**src/hdl/srfc_pkg.sv**
```systemverilog
`default_nettype none
// ---------------------------------------------------------------------------
// srfc_pkg
// Types, constants and helpers shared by the reply frame checker modules.
// ---------------------------------------------------------------------------
package srfc_pkg;

   localparam logic [7:0]  CRC_INIT    = 8'hFF;
   localparam logic [7:0]  CRC_POLY    = 8'h31;
   localparam logic [10:0] READY_MASK  = 11'h7FF;
   localparam logic [14:0] TEMP_SCALE  = 15'd17500;
   localparam logic [14:0] TEMP_OFFSET = 15'd4500;
   localparam logic [13:0] HUM_SCALE   = 14'd10000;

   localparam logic [3:0]  LAST_POS    = 4'd8;

   localparam logic [1:0]  PHASE_HIGH  = 2'd0;
   localparam logic [1:0]  PHASE_LOW   = 2'd1;
   localparam logic [1:0]  PHASE_CRC   = 2'd2;

   localparam logic        KIND_STATUS = 1'b0;
   localparam logic        KIND_MEAS   = 1'b1;

   localparam logic [1:0]  WORD_FIRST  = 2'd0;
   localparam logic [1:0]  WORD_LAST   = 2'd2;

   // one completed reply handed from the front end to the back end
   typedef struct packed {
      logic        kind;
      logic        failed;
      logic [1:0]  bad_word;
      logic [15:0] word0;
      logic [15:0] word1;
      logic [15:0] word2;
   } job_type;

   function automatic logic [7:0] crc8_feed(input logic [7:0] crc, input logic [7:0] data);
      logic [7:0] c;
      c = crc ^ data;
      for (int b = 0; b < 8; b++) begin
         if (c[7]) begin
            c = {c[6:0], 1'b0} ^ CRC_POLY;
         end else begin
            c = {c[6:0], 1'b0};
         end
      end
      return c;
   endfunction

   function automatic logic [1:0] pos_phase(input logic [3:0] pos);
      logic [1:0] p;
      case (pos)
         4'd0, 4'd3, 4'd6: p = PHASE_HIGH;
         4'd1, 4'd4, 4'd7: p = PHASE_LOW;
         4'd2, 4'd5, 4'd8: p = PHASE_CRC;
         default:          p = PHASE_HIGH;
      endcase
      return p;
   endfunction

   function automatic logic [1:0] pos_word(input logic [3:0] pos);
      logic [1:0] w;
      case (pos)
         4'd0, 4'd1, 4'd2: w = 2'd0;
         4'd3, 4'd4, 4'd5: w = 2'd1;
         4'd6, 4'd7, 4'd8: w = 2'd2;
         default:          w = 2'd0;
      endcase
      return w;
   endfunction

endpackage
`default_nettype wire

```
**src/hdl/sensor_reply_frame_checker_top.sv**
```systemverilog
`default_nettype none
// ---------------------------------------------------------------------------
// sensor_reply_frame_checker_top
// Checks CRC-8 protected sensor replies and converts measurement words.
// ---------------------------------------------------------------------------
// One reply byte is taken per cycle while full is low. The front end frames
// words, runs the CRC-8 (poly 0x31, init 0xFF) one byte a cycle and, on the
// last byte of a reply, writes a job into a JOB_DEPTH entry queue. The back
// end takes one job per cycle unless a full output queue stalls it, and
// multiplies the temperature and humidity words in a registered product
// stage; the result goes into a two-entry output queue, clearing empty.
// full rises only while the job queue holds JOB_DEPTH unclaimed replies,
// which happens when pop is held low long enough to fill both queues.
// ---------------------------------------------------------------------------
module sensor_reply_frame_checker_top
   import srfc_pkg::*;
#(
   parameter int JOB_DEPTH = 2
) (
   input  wire logic          clock,
   input  wire logic          reset,
   input  wire logic          push,
   output logic               full,
   input  wire logic          req_type,
   input  wire logic [7:0]    req_rx_byte,
   input  wire logic          req_frame_start,
   output logic               empty,
   input  wire logic          pop,
   output logic               rsp_result_status,
   output logic [1:0]         rsp_bad_word,
   output logic               rsp_sample_ready,
   output logic [15:0]        rsp_co2_ppm,
   output logic signed [14:0] rsp_temperature_centi,
   output logic [13:0]        rsp_humidity_centi,
   output logic               rsp_reply_kind
);

   logic    req_accept;
   logic    job_push;
   job_type job_wr;
   logic    job_full;
   logic    job_valid;
   job_type job_rd;
   logic    job_take;

   assign full       = job_full;
   assign req_accept = push && !job_full;

   srfc_front u_front (
      .clock           (clock),
      .reset           (reset),
      .req_accept      (req_accept),
      .req_type        (req_type),
      .req_rx_byte     (req_rx_byte),
      .req_frame_start (req_frame_start),
      .job_push        (job_push),
      .job_data        (job_wr)
   );

   srfc_job_queue #(
      .DEPTH (JOB_DEPTH)
   ) u_job_queue (
      .clock     (clock),
      .reset     (reset),
      .wr_en     (job_push),
      .wr_data   (job_wr),
      .full      (job_full),
      .rd_en     (job_take),
      .not_empty (job_valid),
      .rd_data   (job_rd)
   );

   srfc_back u_back (
      .clock                 (clock),
      .reset                 (reset),
      .job_valid             (job_valid),
      .job_data              (job_rd),
      .job_take              (job_take),
      .empty                 (empty),
      .pop                   (pop),
      .rsp_result_status     (rsp_result_status),
      .rsp_bad_word          (rsp_bad_word),
      .rsp_sample_ready      (rsp_sample_ready),
      .rsp_co2_ppm           (rsp_co2_ppm),
      .rsp_temperature_centi (rsp_temperature_centi),
      .rsp_humidity_centi    (rsp_humidity_centi),
      .rsp_reply_kind        (rsp_reply_kind)
   );

endmodule
`default_nettype wire

```
**src/hdl/srfc_front.sv**
```systemverilog
`default_nettype none
// ---------------------------------------------------------------------------
// srfc_front
// Frames reply bytes into words, runs the CRC and emits one job per reply.
// ---------------------------------------------------------------------------
module srfc_front
   import srfc_pkg::*;
(
   input  wire logic          clock,
   input  wire logic          reset,
   input  wire logic          req_accept,
   input  wire logic          req_type,
   input  wire logic [7:0]    req_rx_byte,
   input  wire logic          req_frame_start,
   output logic               job_push,
   output job_type            job_data
);

   logic [3:0]  pos_ff, pos_in;
   logic [7:0]  crc_ff, crc_in;
   logic [7:0]  hold_ff, hold_in;
   logic [15:0] word_ff [3];
   logic [1:0]  first_ff, first_in;
   logic        failed_ff, failed_in;
   logic        kind_ff, kind_in;

   logic        restart;
   logic [3:0]  pos_eff;
   logic [1:0]  phase;
   logic [1:0]  word;
   logic        failed_base;
   logic [1:0]  first_base;
   logic        mismatch;
   logic        last_word;

   always_comb begin
      restart     = req_frame_start || (pos_ff == 4'd0);
      pos_eff     = (restart || pos_ff > LAST_POS) ? 4'd0 : pos_ff;
      phase       = pos_phase(pos_eff);
      word        = pos_word(pos_eff);
      kind_in     = restart ? req_type : kind_ff;
      failed_base = restart ? 1'b0 : failed_ff;
      first_base  = restart ? WORD_FIRST : first_ff;
      mismatch    = (crc_ff != req_rx_byte);
      last_word   = (word == ((kind_in == KIND_MEAS) ? WORD_LAST : WORD_FIRST));

      pos_in    = pos_eff + 4'd1;
      crc_in    = crc_ff;
      hold_in   = hold_ff;
      failed_in = failed_base;
      first_in  = first_base;
      job_push  = 1'b0;

      case (phase)
         PHASE_HIGH: begin
            crc_in  = crc8_feed(CRC_INIT, req_rx_byte);
            hold_in = req_rx_byte;
         end
         PHASE_LOW: begin
            crc_in = crc8_feed(crc_ff, req_rx_byte);
         end
         PHASE_CRC: begin
            crc_in    = CRC_INIT;
            failed_in = failed_base | mismatch;
            if (mismatch && !failed_base) begin
               first_in = word;
            end
            if (last_word) begin
               pos_in   = 4'd0;
               job_push = req_accept;
            end
         end
         default: begin
            crc_in = CRC_INIT;
         end
      endcase

      job_data.kind     = kind_in;
      job_data.failed   = failed_in;
      job_data.bad_word = first_in;
      job_data.word0    = word_ff[0];
      job_data.word1    = word_ff[1];
      job_data.word2    = word_ff[2];
   end

   always_ff @(posedge clock) begin
      if (reset) begin
         pos_ff    <= 4'd0;
         crc_ff    <= CRC_INIT;
         hold_ff   <= 8'd0;
         first_ff  <= WORD_FIRST;
         failed_ff <= 1'b0;
         kind_ff   <= KIND_STATUS;
      end else if (req_accept) begin
         pos_ff    <= pos_in;
         crc_ff    <= crc_in;
         hold_ff   <= hold_in;
         first_ff  <= first_in;
         failed_ff <= failed_in;
         kind_ff   <= kind_in;
      end
   end

   // word storage needs no reset: each word is written before the reply reads it
   always_ff @(posedge clock) begin
      if (req_accept && phase == PHASE_LOW) begin
         word_ff[word] <= {hold_ff, req_rx_byte};
      end
   end

endmodule
`default_nettype wire

```
**src/hdl/srfc_job_queue.sv**
```systemverilog
`default_nettype none
// ---------------------------------------------------------------------------
// srfc_job_queue
// Short queue of completed replies between the front end and the back end.
// ---------------------------------------------------------------------------
module srfc_job_queue
   import srfc_pkg::*;
#(
   parameter int DEPTH = 2
) (
   input  wire logic    clock,
   input  wire logic    reset,
   input  wire logic    wr_en,
   input  wire job_type wr_data,
   output logic         full,
   input  wire logic    rd_en,
   output logic         not_empty,
   output job_type      rd_data
);

   localparam int PTR_W = (DEPTH > 1) ? $clog2(DEPTH) : 1;
   localparam int CNT_W = $clog2(DEPTH + 1);
   localparam logic [PTR_W-1:0] PTR_LAST = PTR_W'(DEPTH - 1);
   localparam logic [CNT_W-1:0] CNT_FULL = CNT_W'(DEPTH);

   job_type          mem_ff [DEPTH];
   logic [PTR_W-1:0] wr_ptr_ff, wr_ptr_in;
   logic [PTR_W-1:0] rd_ptr_ff, rd_ptr_in;
   logic [CNT_W-1:0] count_ff, count_in;
   logic             do_wr, do_rd;

   always_comb begin
      full      = (count_ff == CNT_FULL);
      not_empty = (count_ff != '0);
      rd_data   = mem_ff[rd_ptr_ff];
      do_wr     = wr_en && !full;
      do_rd     = rd_en && not_empty;
      wr_ptr_in = wr_ptr_ff;
      rd_ptr_in = rd_ptr_ff;
      if (do_wr) begin
         wr_ptr_in = (wr_ptr_ff == PTR_LAST) ? '0 : wr_ptr_ff + 1'b1;
      end
      if (do_rd) begin
         rd_ptr_in = (rd_ptr_ff == PTR_LAST) ? '0 : rd_ptr_ff + 1'b1;
      end
      count_in = count_ff;
      if (do_wr && !do_rd) begin
         count_in = count_ff + 1'b1;
      end else if (do_rd && !do_wr) begin
         count_in = count_ff - 1'b1;
      end
   end

   always_ff @(posedge clock) begin
      if (reset) begin
         wr_ptr_ff <= '0;
         rd_ptr_ff <= '0;
         count_ff  <= '0;
      end else begin
         wr_ptr_ff <= wr_ptr_in;
         rd_ptr_ff <= rd_ptr_in;
         count_ff  <= count_in;
      end
   end

   always_ff @(posedge clock) begin
      if (do_wr) begin
         mem_ff[wr_ptr_ff] <= wr_data;
      end
   end

endmodule
`default_nettype wire

```
**src/hdl/srfc_back.sv**
```systemverilog
`default_nettype none
// ---------------------------------------------------------------------------
// srfc_back
// Scales a completed reply into readings and holds results for the consumer.
// ---------------------------------------------------------------------------
module srfc_back
   import srfc_pkg::*;
(
   input  wire logic           clock,
   input  wire logic           reset,
   input  wire logic           job_valid,
   input  wire job_type        job_data,
   output logic                job_take,
   output logic                empty,
   input  wire logic           pop,
   output logic                rsp_result_status,
   output logic [1:0]          rsp_bad_word,
   output logic                rsp_sample_ready,
   output logic [15:0]         rsp_co2_ppm,
   output logic signed [14:0]  rsp_temperature_centi,
   output logic [13:0]         rsp_humidity_centi,
   output logic                rsp_reply_kind
);

   typedef struct packed {
      logic               status;
      logic [1:0]         bad_word;
      logic               sample_ready;
      logic [15:0]        co2;
      logic signed [14:0] temp;
      logic [13:0]        hum;
      logic               kind;
   } rsp_type;

   // product stage
   logic        stage_valid_ff, stage_valid_in;
   logic        stage_kind_ff;
   logic        stage_failed_ff;
   logic [1:0]  stage_bad_ff;
   logic        stage_ready_ff;
   logic [15:0] stage_co2_ff;
   logic [30:0] stage_tprod_ff;
   logic [29:0] stage_hprod_ff;

   // result queue
   rsp_type     out_ff [2];
   logic        out_wr_ptr_ff, out_wr_ptr_in;
   logic        out_rd_ptr_ff, out_rd_ptr_in;
   logic [1:0]  out_count_ff, out_count_in;

   logic        out_full;
   logic        stage_move;
   logic        do_pop;
   logic        measure_ok;
   rsp_type     result;
   logic [14:0] temp_raw;

   always_comb begin
      out_full   = (out_count_ff == 2'd2);
      stage_move = stage_valid_ff && !out_full;
      job_take   = job_valid && (!stage_valid_ff || stage_move);
      empty      = (out_count_ff == 2'd0);
      do_pop     = pop && !empty;

      stage_valid_in = job_take || (stage_valid_ff && !stage_move);

      measure_ok = !stage_failed_ff && (stage_kind_ff == KIND_MEAS);
      temp_raw   = stage_tprod_ff[30:16] - TEMP_OFFSET;

      result.status       = stage_failed_ff;
      result.bad_word     = stage_bad_ff;
      result.sample_ready = stage_ready_ff;
      result.co2          = measure_ok ? stage_co2_ff : 16'd0;
      result.temp         = measure_ok ? signed'(temp_raw) : 15'sd0;
      result.hum          = measure_ok ? stage_hprod_ff[29:16] : 14'd0;
      result.kind         = stage_kind_ff;

      out_wr_ptr_in = stage_move ? !out_wr_ptr_ff : out_wr_ptr_ff;
      out_rd_ptr_in = do_pop ? !out_rd_ptr_ff : out_rd_ptr_ff;
      out_count_in  = out_count_ff;
      if (stage_move && !do_pop) begin
         out_count_in = out_count_ff + 2'd1;
      end else if (do_pop && !stage_move) begin
         out_count_in = out_count_ff - 2'd1;
      end

      rsp_result_status     = out_ff[out_rd_ptr_ff].status;
      rsp_bad_word          = out_ff[out_rd_ptr_ff].bad_word;
      rsp_sample_ready      = out_ff[out_rd_ptr_ff].sample_ready;
      rsp_co2_ppm           = out_ff[out_rd_ptr_ff].co2;
      rsp_temperature_centi = out_ff[out_rd_ptr_ff].temp;
      rsp_humidity_centi    = out_ff[out_rd_ptr_ff].hum;
      rsp_reply_kind        = out_ff[out_rd_ptr_ff].kind;
   end

   always_ff @(posedge clock) begin
      if (reset) begin
         stage_valid_ff <= 1'b0;
         out_wr_ptr_ff  <= 1'b0;
         out_rd_ptr_ff  <= 1'b0;
         out_count_ff   <= 2'd0;
      end else begin
         stage_valid_ff <= stage_valid_in;
         out_wr_ptr_ff  <= out_wr_ptr_in;
         out_rd_ptr_ff  <= out_rd_ptr_in;
         out_count_ff   <= out_count_in;
      end
   end

   always_ff @(posedge clock) begin
      if (job_take) begin
         stage_kind_ff   <= job_data.kind;
         stage_failed_ff <= job_data.failed;
         stage_bad_ff    <= job_data.bad_word;
         stage_ready_ff  <= !job_data.failed && (job_data.kind == KIND_STATUS)
                            && ((job_data.word0[10:0] & READY_MASK) != 11'd0);
         stage_co2_ff    <= job_data.word0;
         stage_tprod_ff  <= 31'(job_data.word1) * 31'(TEMP_SCALE);
         stage_hprod_ff  <= 30'(job_data.word2) * 30'(HUM_SCALE);
      end
      if (stage_move) begin
         out_ff[out_wr_ptr_ff] <= result;
      end
   end

   a_count_bound: assert property (@(posedge clock) disable iff (reset)
      out_count_ff != 2'd3)
      else $error("result queue count out of range");

   a_stage_hold: assert property (@(posedge clock) disable iff (reset)
      stage_valid_ff && out_full && !do_pop |=> stage_valid_ff && $stable(stage_tprod_ff))
      else $error("stalled stage lost its reply");

   a_meas_not_ready: assert property (@(posedge clock) disable iff (reset)
      !empty && (rsp_reply_kind == KIND_MEAS) |-> !rsp_sample_ready)
      else $error("measurement result flagged sample ready");

   a_failed_zero: assert property (@(posedge clock) disable iff (reset)
      !empty && rsp_result_status |->
         rsp_co2_ppm == 16'd0 && rsp_temperature_centi == 15'sd0
         && rsp_humidity_centi == 14'd0 && !rsp_sample_ready)
      else $error("failed reply carries readings");

endmodule
`default_nettype wire

```
**config.mk**
```make
export PLATFORM = sky130hd
export DESIGN_NAME = sensor_reply_frame_checker_top
export DESIGN_NICKNAME = d
export VERILOG_FILES = /design/src/hdl/srfc_pkg.sv /design/src/hdl/sensor_reply_frame_checker_top.sv /design/src/hdl/srfc_front.sv /design/src/hdl/srfc_job_queue.sv /design/src/hdl/srfc_back.sv
export SDC_FILE = /design/constraint.sdc
export NUM_CORES = 1
export LEC_CHECK = 0
export ABC_CLOCK_PERIOD_IN_PS = 19390
export BUFFER_PORTS_ARGS = -buffer_cell sky130_fd_sc_hd__buf_4
export CAP_MARGIN = 15
export CORE_ASPECT_RATIO = 1.2
export CORE_UTILIZATION = 50
export CTS_CLUSTER_DIAMETER = 100
export CTS_CLUSTER_SIZE = 25
export DETAILED_ROUTE_END_ITERATION = 8
export GPL_TIMING_DRIVEN = 1
export PLACE_DENSITY = 0.67
export SETUP_SLACK_MARGIN = 0.4
export SYNTH_ARGS = -nofsm -noshare
export SYNTH_HDL_FRONTEND = slang
export SYNTH_SLANG_ARGS = --single-unit
export TNS_END_PERCENT = 1
```
**constraint.sdc**
```tcl
create_clock -name clock -period 19.39 [get_ports clock]
set_input_delay 3.878 -clock clock [delete_from_list [all_inputs] [get_ports clock]]
set_output_delay 3.878 -clock clock [all_outputs]
set_load 0.05 [all_outputs]
```
# == Word-level counts from Yosys, hierarchy flattened ==
# Memories as Yosys holds them, arrays and structs flattened. A register that Yosys moved wholly into a read port is not among the register bits.
# Cells that the tools add are included.
# word_totals
reg_bits,109
mem_bits_rw,252
mem_bits_ro,64
inputBits,14
out_inout_bits,52
memories,5
# op_classes
addsub,8
n_mul,2
order_cmp,1
n_eq_ne,6
mux,62
bitwise_logic,20
reduce_logical,41
# memory_table
name,depth,width,rd,rd_clocked_by_memory_dff,write_ports,line,text
u_job_queue.mem_ff,2,52,1,1,1,srfc_job_queue.sv:26,job_type mem_ff [DEPTH];
u_back.out_ff,2,50,1,1,1,srfc_back.sv:46,rsp_type out_ff [2];
u_front.word_ff,3,16,3,0,1,srfc_front.sv:22,logic [15:0] word_ff [3];
(name not given),16,2,1,0,0,srfc_pkg.sv:52,case (pos)
(name not given),16,2,1,0,0,srfc_pkg.sv:63,case (pos)
# ops
op,count
8-bit 2-to-1 mux,14
6-bit 2-to-1 mux,16
3-bit inverter,16
"16-bit by 13-bit multiplier with 29-bit output, second input constant",1
"16-bit by 10-bit multiplier with 26-bit output, second input constant",1
1-bit 2-to-1 mux,17
1-bit logical AND,16
16-bit 2-to-1 mux,1
2-bit 2-to-1 mux,8
8-bit one-hot mux with 2 select lines,1
15-bit 2-to-1 mux,1
"15-bit by 13-bit subtractor with 15-bit output, second input constant",1
14-bit 2-to-1 mux,1
1-bit logical NOT,13
4-bit 2-to-1 mux,3
11-bit nonzero test,1
8-bit inequality test,1
8-bit inverter,1
8-bit XOR,1
"2-bit == test, second input constant",3
2-bit nonzero test,3
"2-bit by 1-bit adder with 2-bit output, second input constant",2
"4-bit by 1-bit adder with 4-bit output, second input constant",1
"4-bit greater-than comparator, second input constant",1
10 further kinds,16

# == Longest topological paths before layout ==
# An unclocked memory read counts as a cell.
# logic_depth
depth_word,28
ltp_mapped,24

# == Cells and area by module ==
# From an unflattened synthesis, not the netlist that was laid out.
# hier_totals
cells_unflattened,1388
hier_area_um2,18644.1
# modules_own_cells
mod,instances,cells_each,area_per_inst_um2
srfc_back,1,927,11412.2
srfc_job_queue,1,187,3958.8
srfc_front,1,273,3259.4
sensor_reply_frame_checker_top,1,1,13.8

# == Least setup slack after synthesis ==
# No wires, ideal clock.
# synth_timing
path_kind,input-to-reg
start,input req_frame_start
end,"memory u_job_queue.mem_ff[0][0] (netlist name), enable pin"
setup_time_ns,0.526
arrival_time_ns,8.907
t_required_ns,18.864
slack_ns,9.957
path_stages,10
path_cell_list,buf_2 > nor3b_1 > inv_1 > ha_1 > nor3b_1 > a21oi_1 > o22ai_1 > a21oi_2 > nand2_1 > nor3_1
# synth_between
elab_chain_len,10
elab_cells_between_ends,14
# synth_lines
item,line,text
from (decl),sensor_reply_frame_checker_top.sv:26,"input wire logic req_frame_start,"
1-bit logical OR *,srfc_front.sv:37,restart = req_frame_start || (pos_ff == 4'd0);
1-bit logical OR,srfc_front.sv:38,pos_eff = (restart || pos_ff > LAST_POS) ? 4'd0 : pos_ff;
4-bit 2-to-1 mux,srfc_front.sv:38,
memory 16 x 2 bit,n/a,
2-bit == test,srfc_front.sv:45,last_word = (word == ((kind_in == KIND_MEAS) ? WORD_LAST : WORD_FIRST));
1-bit 2-to-1 mux,srfc_front.sv:68,if (last_word) begin
1-bit 2-to-1 mux *,srfc_front.sv:54,case (phase)
1-bit logical AND *,srfc_job_queue.sv:36,do_wr = wr_en && !full;
1-bit 2-to-1 mux *,srfc_job_queue.sv:67,if (do_wr) begin
1-bit 2-to-1 mux (not written as such) *,srfc_job_queue.sv:68,mem_ff[wr_ptr_ff] <= wr_data;
to (decl),srfc_job_queue.sv:26,
# Mark *: on every way between the ends. The rest lies on a longest branch, timed or not.

# == Worst setup path after layout ==
# layout_timing
start,input req_frame_start
end,"memory u_job_queue.mem_ff[1][20] (netlist name), enable pin"
# The elaborated chain is that of the path after synthesis.

==> out/results.ini <==
[worst_setup_path]
critPathKind = in -> reg
reg2reg_to = u_back.stage_tprod_ff[29]
crit_start = req_frame_start
worstRegToRegCells = 21
end_kind = register
slowest_stage = buf_4
max_stage_delay_ps = 540
crit_family = simple AND/OR/NAND/NOR gates
critPathMaxFanout = 52
endpoint = u_job_queue.mem_ff[1][20]
r2r_slack_ps = 13070
worst-path-stages = 11
cp_cell_sequence = buf_4, nor3b_1, inv_1, ha_1, nor3b_1, a21oi_1, o22ai_1, a21oi_2, and3_1, and2_2, buf_4
crit_path_start_kind = input port
path_buf_inv = 3
crit_arrival_ps = 6500
crit_required_ps = 19520

[global_routing]
met1_usage_pct = 22.4
use_met3_pct = 1.50
grt_first_pass_wirelength_um = 47900
antenna_found_initial = 0
grt_use_total_pct = 16.3
grt.busiest_layer = met2
grt_pass1_vias = 9599
grt-ovfl-total = 0
grt_max_degree = 53
grt_util_met2_pct = 27.7

[clocking]
cts_buffer_depth = 3
ctsHoldBuffers = 0
numCtsBuffers = 17
postCtsSetupBuffers = 0
h-tree-depth = 1
clk_latency_ps = 510
cts_root_buffer = clkbuf_16
path_clk_slew_ps = 90
ctsResizeCount = 0
clock_sinks = 337
cts_tree = built

[run_status]
status = completed

[place]
gp_congestion = 0.798
io_buffers = 65
place.detailed.hpwl_um = 21500

[layout]
nets = 1639
area_growth_pct = 8.41
diodes = 0
drive_gt1_share_pct = 15.2

[sta]
fin_crit_ps = 6360
worstMarginPinSlew_ps = 1080
fmax_mhz = 157
rsz0062_at_grt = no
hold_viol = 0
holdWs_ps = 447
final-max-slew-violation-count = 0
setup_viol = 0
skew_ps = 21.2
fin_crit_sh_pct = 32.8
fin_setup_tns_ps = 0
max-slew-margin-rel_pct = 28.0

[route]
routed_wl_um = 29400
remaining_drc_errors = 0
ant_nets = 0
drt_iter0_drc = 452
wl_per_cell_um = 15.8
vias_per_cell = 5.15
drt_pass1_iterations = 4
vias = 9544

[floorplan]
initial_core_util_pct = 50.7
coreArea_um2 = 35800
fp.dieW_um = 176
io_pins = 66
dieArea_um2 = 37000
core.rowCount = 76
die_h_um = 210

[yosys]
ys_seq_elements = 337
yosys.cell_types.count = 66
synth_most_common_cell = edfxtp_1
avgSynthCellArea_um2 = 13.8
synth_nets = 1578
synthTopCellsByCount = 302 x edfxtp_1, 177 x inv_1, 170 x ha_1
synth_top_cell_area_share_pct = 50.1
netlist_top_cells_area = edfxtp_1 50%, ha_1 12%, fa_1 8.6%
syn_area_um2 = 18100
async_flop_share_pct = 0
yosys_warnings = 0
synth_top_flop_cell = edfxtp_1
seq_area_frac_synth_pct = 53.9
syn_inst = 1316
yosys.area.top_type = edfxtp_1
synth_edf_count = 302

[hold_path]
hold_path.class = reg -> reg

[flow_run]
drv_cap = 0

[registers in the layout, indices dropped and copies added, names as in the netlist, named ones only]
register,cells
u_job_queue.mem_ff,104
u_back.out_ff,100
u_front.word_ff,48
u_back.stage_co2_ff,16
u_back.stage_tprod_ff,15
u_back.stage_hprod_ff,14
u_front.crc_ff,8
u_front.hold_ff,8
u_front.pos_ff,4
u_back.out_count_ff,2
u_back.stage_bad_ff,2
u_front.first_ff,2
u_job_queue.count_ff,2
u_back.out_rd_ptr_ff,1
u_back.out_wr_ptr_ff,1
u_back.stage_failed_ff,1
u_back.stage_kind_ff,1
u_back.stage_ready_ff,1
u_back.stage_valid_ff,1
u_front.failed_ff,1
u_front.kind_ff,1
u_job_queue.rd_ptr_ff,1
u_job_queue.wr_ptr_ff,1
[placed cells by master, fill, tap and decap left out, drive strengths merged, types with 35 or more instances in the layout]
master | Yosys | routed
edfxtp | 302 | 302
inv | 177 | 178
ha | 170 | 170
mux2 | 84 | 84
fa | 78 | 78
buf | 15 | 76
nor2 | 64 | 64
xnor2 | 49 | 49
a21oi | 37 | 37
and2 | 36 | 36
dfxtp | 35 | 35
[worst min path at each step]
stage                           endpoint  slack [ps]  depth (start not counted)                    from
2_1_floorplan       u_back.out_ff[0][46]         420                          0   u_back.stage_ready_ff
3_3_place_gp    u_job_queue.mem_ff[0][5]         420                          0   u_front.word_ff[2][5]
3_5_place_dp   u_job_queue.mem_ff[1][16]         430                          0   u_front.word_ff[1][0]
4_1_cts        u_job_queue.mem_ff[1][28]         450                          0  u_front.word_ff[1][12]
5_1_grt        u_job_queue.mem_ff[1][27]         450                          0  u_front.word_ff[1][11]
6_report       u_job_queue.mem_ff[0][24]         450                          0   u_front.word_ff[1][8]
[area by class of cell]
| type | instances | area (um^2) |
|---|---|---|
| repair buffers | 76 | 582 |
| inverters | 177 | 664 |
| well taps | 468 | 586 |
| fillers | 2938 | 16100 |
| flip-flops and latches | 337 | 9770 |
| clock buffers | 27 | 463 |
| multi-input cells | 768 | 7550 |
| clock inverters | 2 | 16.3 |
[per-stage QoR]
step | worst slack, ps | cells | area (um^2) | utilization [%]
2_1_floorplan | 9960 | 1316 | 18100 | -
3_3_place_gp | 12170 | 1823 | 19100 | 53.5
3_5_place_dp | 12110 | 1823 | 19100 | 53.5
4_1_cts | 12640 | 1852 | 19600 | 54.8
5_1_grt | 12550 | 1855 | 19600 | 54.9
6_report | 13030 | 1855 | 19600 | 54.9
[kinds of logic (layout without fill, tap and decap cells)]
family / count (synthesis) / count (layout) / share of synthesized area (%)
adder cells (fa/ha/maj): 248 / 248 / 20.4
XOR/XNOR: 72 / 72 / 3.61
flip-flops: 337 / 337 / 53.9
multiplexers: 110 / 110 / 6.66
AO/OA/AOI/OAI: 127 / 127 / 4.90
AND/OR/NAND/NOR: 211 / 211 / 6.00
buffers and inverters: 211 / 282 / 4.53
[worst register-to-register path: stages, from the launching register on]
cell	delay [ps]
dfxtp_2	320
buf_4	580
mux2i_1	520
inv_1	240
ha_1	330
inv_1	50
fa_1	510
inv_1	50
ha_1	300
fa_1	480
inv_1	50
fa_1	530
inv_1	40
ha_1	340
nand2_1	60
o21ai_0	230
a22oi_1	160
a311oi_1	420
o21ai_0	230
a21boi_0	320
a21oi_1	160
xnor2_1	140
[routing by layer]
metal	wire, um	vias to the layer above
met1	13800	4630
met5	0	-
met2	14000	159
met4	537	0
li1	-	4725
met3	1050	30
Power is not shown: default switching activity piles up to over one toggle a cycle in this logic, so the estimate is an artifact.
